==> config.mk <==
export PLATFORM = sky130hd
export DESIGN_NAME = kwm_ctrl
export DESIGN_NICKNAME = d
export VERILOG_FILES = /design/src/rtl/core/kwm_pkg.sv /design/src/rtl/core/kwm_ctrl.sv
export SDC_FILE = /design/constraint.sdc
export NUM_CORES = 1
export LEC_CHECK = 0
export BUFFER_PORTS_ARGS = -buffer_cell sky130_fd_sc_hd__buf_4
export CAP_MARGIN = 25
export CORE_AREA = 2 2 39 41
export DETAILED_ROUTE_END_ITERATION = 6
export DIE_AREA = 0 0 41 43
export PLACE_DENSITY_LB_ADDON = 0.1
export SLEW_MARGIN = 0
export SYNTH_ARGS = -nofsm -noshare
export SYNTH_HDL_FRONTEND = slang
export SYNTH_SLANG_ARGS = --single-unit
==> constraint.sdc <==
create_clock -name clock -period 1.5 [get_ports clock]
set_input_delay 0.225 -clock clock [delete_from_list [all_inputs] [get_ports clock]]
set_output_delay 0.225 -clock clock [all_outputs]
set_load 0.03 [all_outputs]
==> src/rtl/core/kwm_pkg.sv <==
// ----------------------------------------------------------------------------
// kwm_pkg: shared types and codes for the k-way sorted list merge unit
// Beat payload types, operation and status codes, controller/datapath structs.
// ----------------------------------------------------------------------------
package kwm_pkg;

   // default sizing
   localparam int KWM_NUM_LISTS  = 16;
   localparam int KWM_LIST_DEPTH = 64;
   localparam int KWM_VALUE_BITS = 16;

   // operation codes
   localparam logic OP_APPEND = 1'b0;
   localparam logic OP_POP    = 1'b1;

   // status codes
   localparam logic [1:0] ST_OK    = 2'd0;
   localparam logic [1:0] ST_FULL  = 2'd1;
   localparam logic [1:0] ST_ORDER = 2'd2;
   localparam logic [1:0] ST_EMPTY = 2'd3;

   typedef struct packed {
      logic               operation;
      logic [3:0]         list_index;
      logic signed [15:0] value;
   } req_type;

   typedef struct packed {
      logic signed [15:0] out_value;
      logic [3:0]         source_list;
      logic [1:0]         status;
   } rsp_type;

   // controller -> datapath
   typedef struct packed {
      logic capture;     // latch request beat
      logic app_read;    // read pointers and last value of target list
      logic app_commit;  // check, write and load result of an append
      logic scan_clear;  // restart head scan
      logic scan_issue;  // issue pointer read for next list
      logic pop_commit;  // update winner's pointers and load result
   } kwm_cmd_type;

   // datapath -> controller
   typedef struct packed {
      logic scan_last;   // issuing the last list this cycle
      logic pipe_busy;   // scan pipeline still holds lists
      logic out_free;    // result register can take a new beat
   } kwm_stat_type;

endpackage

==> src/rtl/core/kwm_ctrl.sv <==
// ----------------------------------------------------------------------------
// kwm_ctrl: sequencing state machine
// Steps one append or pop through the datapath and holds off new beats.
// ----------------------------------------------------------------------------
module kwm_ctrl import kwm_pkg::*; (
   input  logic         clock,
   input  logic         reset,
   input  logic         req_valid,
   input  logic         req_op,
   output logic         req_stall,
   input  kwm_stat_type stat,
   output kwm_cmd_type  cmd
);

   typedef enum logic [2:0] {
      S_IDLE,
      S_APP_RD,
      S_APP_CHK,
      S_POP_SCAN,
      S_POP_DRAIN,
      S_POP_DONE
   } state_type;

   state_type state_ff;
   state_type state_in;

   always_comb begin
      state_in = state_ff;
      cmd      = '0;
      case (state_ff)
         S_IDLE: begin
            if (req_valid) begin
               cmd.capture = 1'b1;
               if (req_op == OP_POP) begin
                  cmd.scan_clear = 1'b1;
                  state_in       = S_POP_SCAN;
               end else begin
                  state_in = S_APP_RD;
               end
            end
         end
         S_APP_RD: begin
            cmd.app_read = 1'b1;
            state_in     = S_APP_CHK;
         end
         S_APP_CHK: begin
            if (stat.out_free) begin
               cmd.app_commit = 1'b1;
               state_in       = S_IDLE;
            end
         end
         S_POP_SCAN: begin
            cmd.scan_issue = 1'b1;
            if (stat.scan_last) begin
               state_in = S_POP_DRAIN;
            end
         end
         S_POP_DRAIN: begin
            if (!stat.pipe_busy) begin
               state_in = S_POP_DONE;
            end
         end
         S_POP_DONE: begin
            if (stat.out_free) begin
               cmd.pop_commit = 1'b1;
               state_in       = S_IDLE;
            end
         end
         default: begin
            state_in = S_IDLE;
         end
      endcase
   end

   assign req_stall = (state_ff != S_IDLE);

   always_ff @(posedge clock) begin
      if (reset) begin
         state_ff <= S_IDLE;
      end else begin
         state_ff <= state_in;
      end
   end

endmodule

==> run summary <==
Total gr overflow: 0
Final max-slew violation count: 0
Starting Density: 18.5%
Setup WS pre-CTS: 0.0800 ns
Main synth FF type: dfxtp_1
Min-Delay Path Depth: 2
Area grow syn2layout: 72.7%
DR vias: 287
Tmin final: 1.46 ns
Ranking of synthesized cells by area: dfxtp_1 (23%), nor2b_1 (9.8%), mux2_4 (5.9%)
Share of cells above drive strength 1: 63.0%
Ys Warns: 0
Ports: 14
WS Path Type: flip-flop to output port
CTS tree: done
Final core occ: 32.0%
Crit-path max FO: 7
Synthesized instance count: 29
First drt pass iteration count: 4
Critical Path RT: 1.27 ns
CP arrival: 1.23 ns
Most flops, register: state_ff
Most frequent cells after synthesis: nor2_1 (4), nor2b_1 (4), dfxtp_1 (3)
Syn_area_per_cell: 8.84 µm²
Leakage: 0.000199 µW
Largest net degree at the start of global routing: 14
Reg clk slew, reported paths: 0.04 ns
Total Power: 697 µW
Core area: 0.00138 mm²
Hpwl dp: 512 µm
Startpoint Class: flip-flop
Reg2reg path depth: 4
Final #Nets: 54
Vias in the first global route: 287
Maximum VDD drop: 0.376 mV
GPL Wtd Cong: 0.696
Async S/R FF share, synth: 0%
Setup ws final: 0.0406 ns
Clk_skew: 0.00194 ns
Period utilisation layout: 97.3%
Clk_lat worst skew: 0.23 ns
Die area: 0.00176 mm²
GRT Resource Usage Total: 8.83%
Clk sinks: 3
Count of cell types in the netlist: 20
H-tree depth: 1
Yosys reg bits: 3
Initial antenna violation count: 0
Max Clk Rate: 0.685 GHz
Mapped Nets: 36
Mapped Area: 256 µm²
Max transition margin: 76.0%
CTS Buf Count: 3
# port buffers: 13
Die Wd: 41 µm
Leading area contributor after synthesis: dfxtp_1
Max reg flops: 3
RSZ-0062 raised after global routing: true
Root buf cell: clkbuf_4
Remaining antenna violation count: 0
Routed Wire Length: 685 µm
Setup violators final: 0
CTS Buffer Depth: 2
Sequential element share of the synthesized area: 23.4%
Drt initial violations: 5
Antenna diode count: 0
Post-synth EDFFs: 0
First-pass GRT wire length: 1060 µm
DRC viols: 0
Endpoint class of the critical path: output port
Filler cells: 159
Mean routed wirelength per cell: 11.0 µm
Setup TNS: 0 ns
Die Ht: 43 µm
Rows: 14
Fin. Hold Viols: 0
Top Registers: state_ff (3)
Pwr Density: 1570 mW/mm²
Top-area cell type share of the netlist area: 23.4%
Via/cell ratio: 4.63
Cts hold-fix bufs: 0
Hold crit path type: input port to flip-flop
Max Cap Violations: 0
Status: complete, no violations
Measured slew at the worst slew-check pin: 0.351 ns
per-layer routing:
layer | wire [µm] | up-vias | GRT usage (%)
met3 | 16 | 0 | 0
met4 | 0 | 0 | 8.00
li1 | - | 140 | -
met2 | 422 | 7 | 15.3
met5 | 0 | - | 0
met1 | 245 | 140 | 8.65
metrics by stage:
step | instances | hold WS [ns] | area, µm²
finish | 62 | 0.179 | 443
global route | 62 | 0.175 | 443
CTS | 61 | 0.171 | 419
detailed placement | 57 | 0.426 | 375
global placement | 57 | 0.425 | 375
floorplan | 29 | 0.297 | 267
area by class of cell:
| type | instances | area [µm²] | area share [%] |
|---|---|---|---|
| clock buffer | 4 | 26.3 | 5.93 |
| tap | 16 | 20.0 | 4.52 |
| sequential | 3 | 68.8 | 15.5 |
| inverter | 1 | 3.75 | 0.847 |
| timing repair buffer | 15 | 120 | 27.1 |
| multi-input combinational | 23 | 204 | 46.0 |
power by group:
part / internal, µW / switching (µW)
Sequential: 108 / 54.1
Clock: 99.7 / 41.3
Combinational: 194 / 200
repair_timing:
action                     4_1_cts  5_1_grt
setup endpoints to repair        5        2
gates cloned                     0        0
buffers inserted                 0        1
hold endpoints to repair         0        0
gates resized for setup          7        4
pin swaps                        1        2
cell usage in the layout (no fill, tap or decap), drive strengths merged:
master and n:
a2111oi 2, a211oi 1, a32oi 1, and2 1, and3b 1, and4b 1, and4bb 1, buf 15
clkbuf 4, dfxtp 3, inv 1, mux2 1, mux2i 1, nand2 2, nor2 4, nor2b 4
nor3b 1, nor4 1, or3 1
final timing paths:
check / from / to / slack (ns)
worst max-delay path: state_ff[2] / cmd[2] / 0.04
worst min-delay path: reset / state_ff[2] / 0.18
worst max register to register: state_ff[2] / state_ff[0] / 0.18
worst min register to register: state_ff[1] / state_ff[1] / 0.57
cells by family after synthesis:
| family | count (synthesis) | share of synthesized area [%] |
|---|---|---|
| flip-flops | 3 | 23.4 |
| AND/OR/NAND/NOR | 17 | 43.4 |
| AO/OA/AOI/OAI | 4 | 15.6 |
| buffers and inverters | 3 | 7.80 |
| multiplexers | 2 | 9.75 |
critical path, stage by stage (launching register included):
cell     delay [ns]
dfxtp_4        0.36
or3_4          0.43
nor2_4         0.09
buf_6          0.13
No activity file was read; power rests on OpenSTA's default activity.
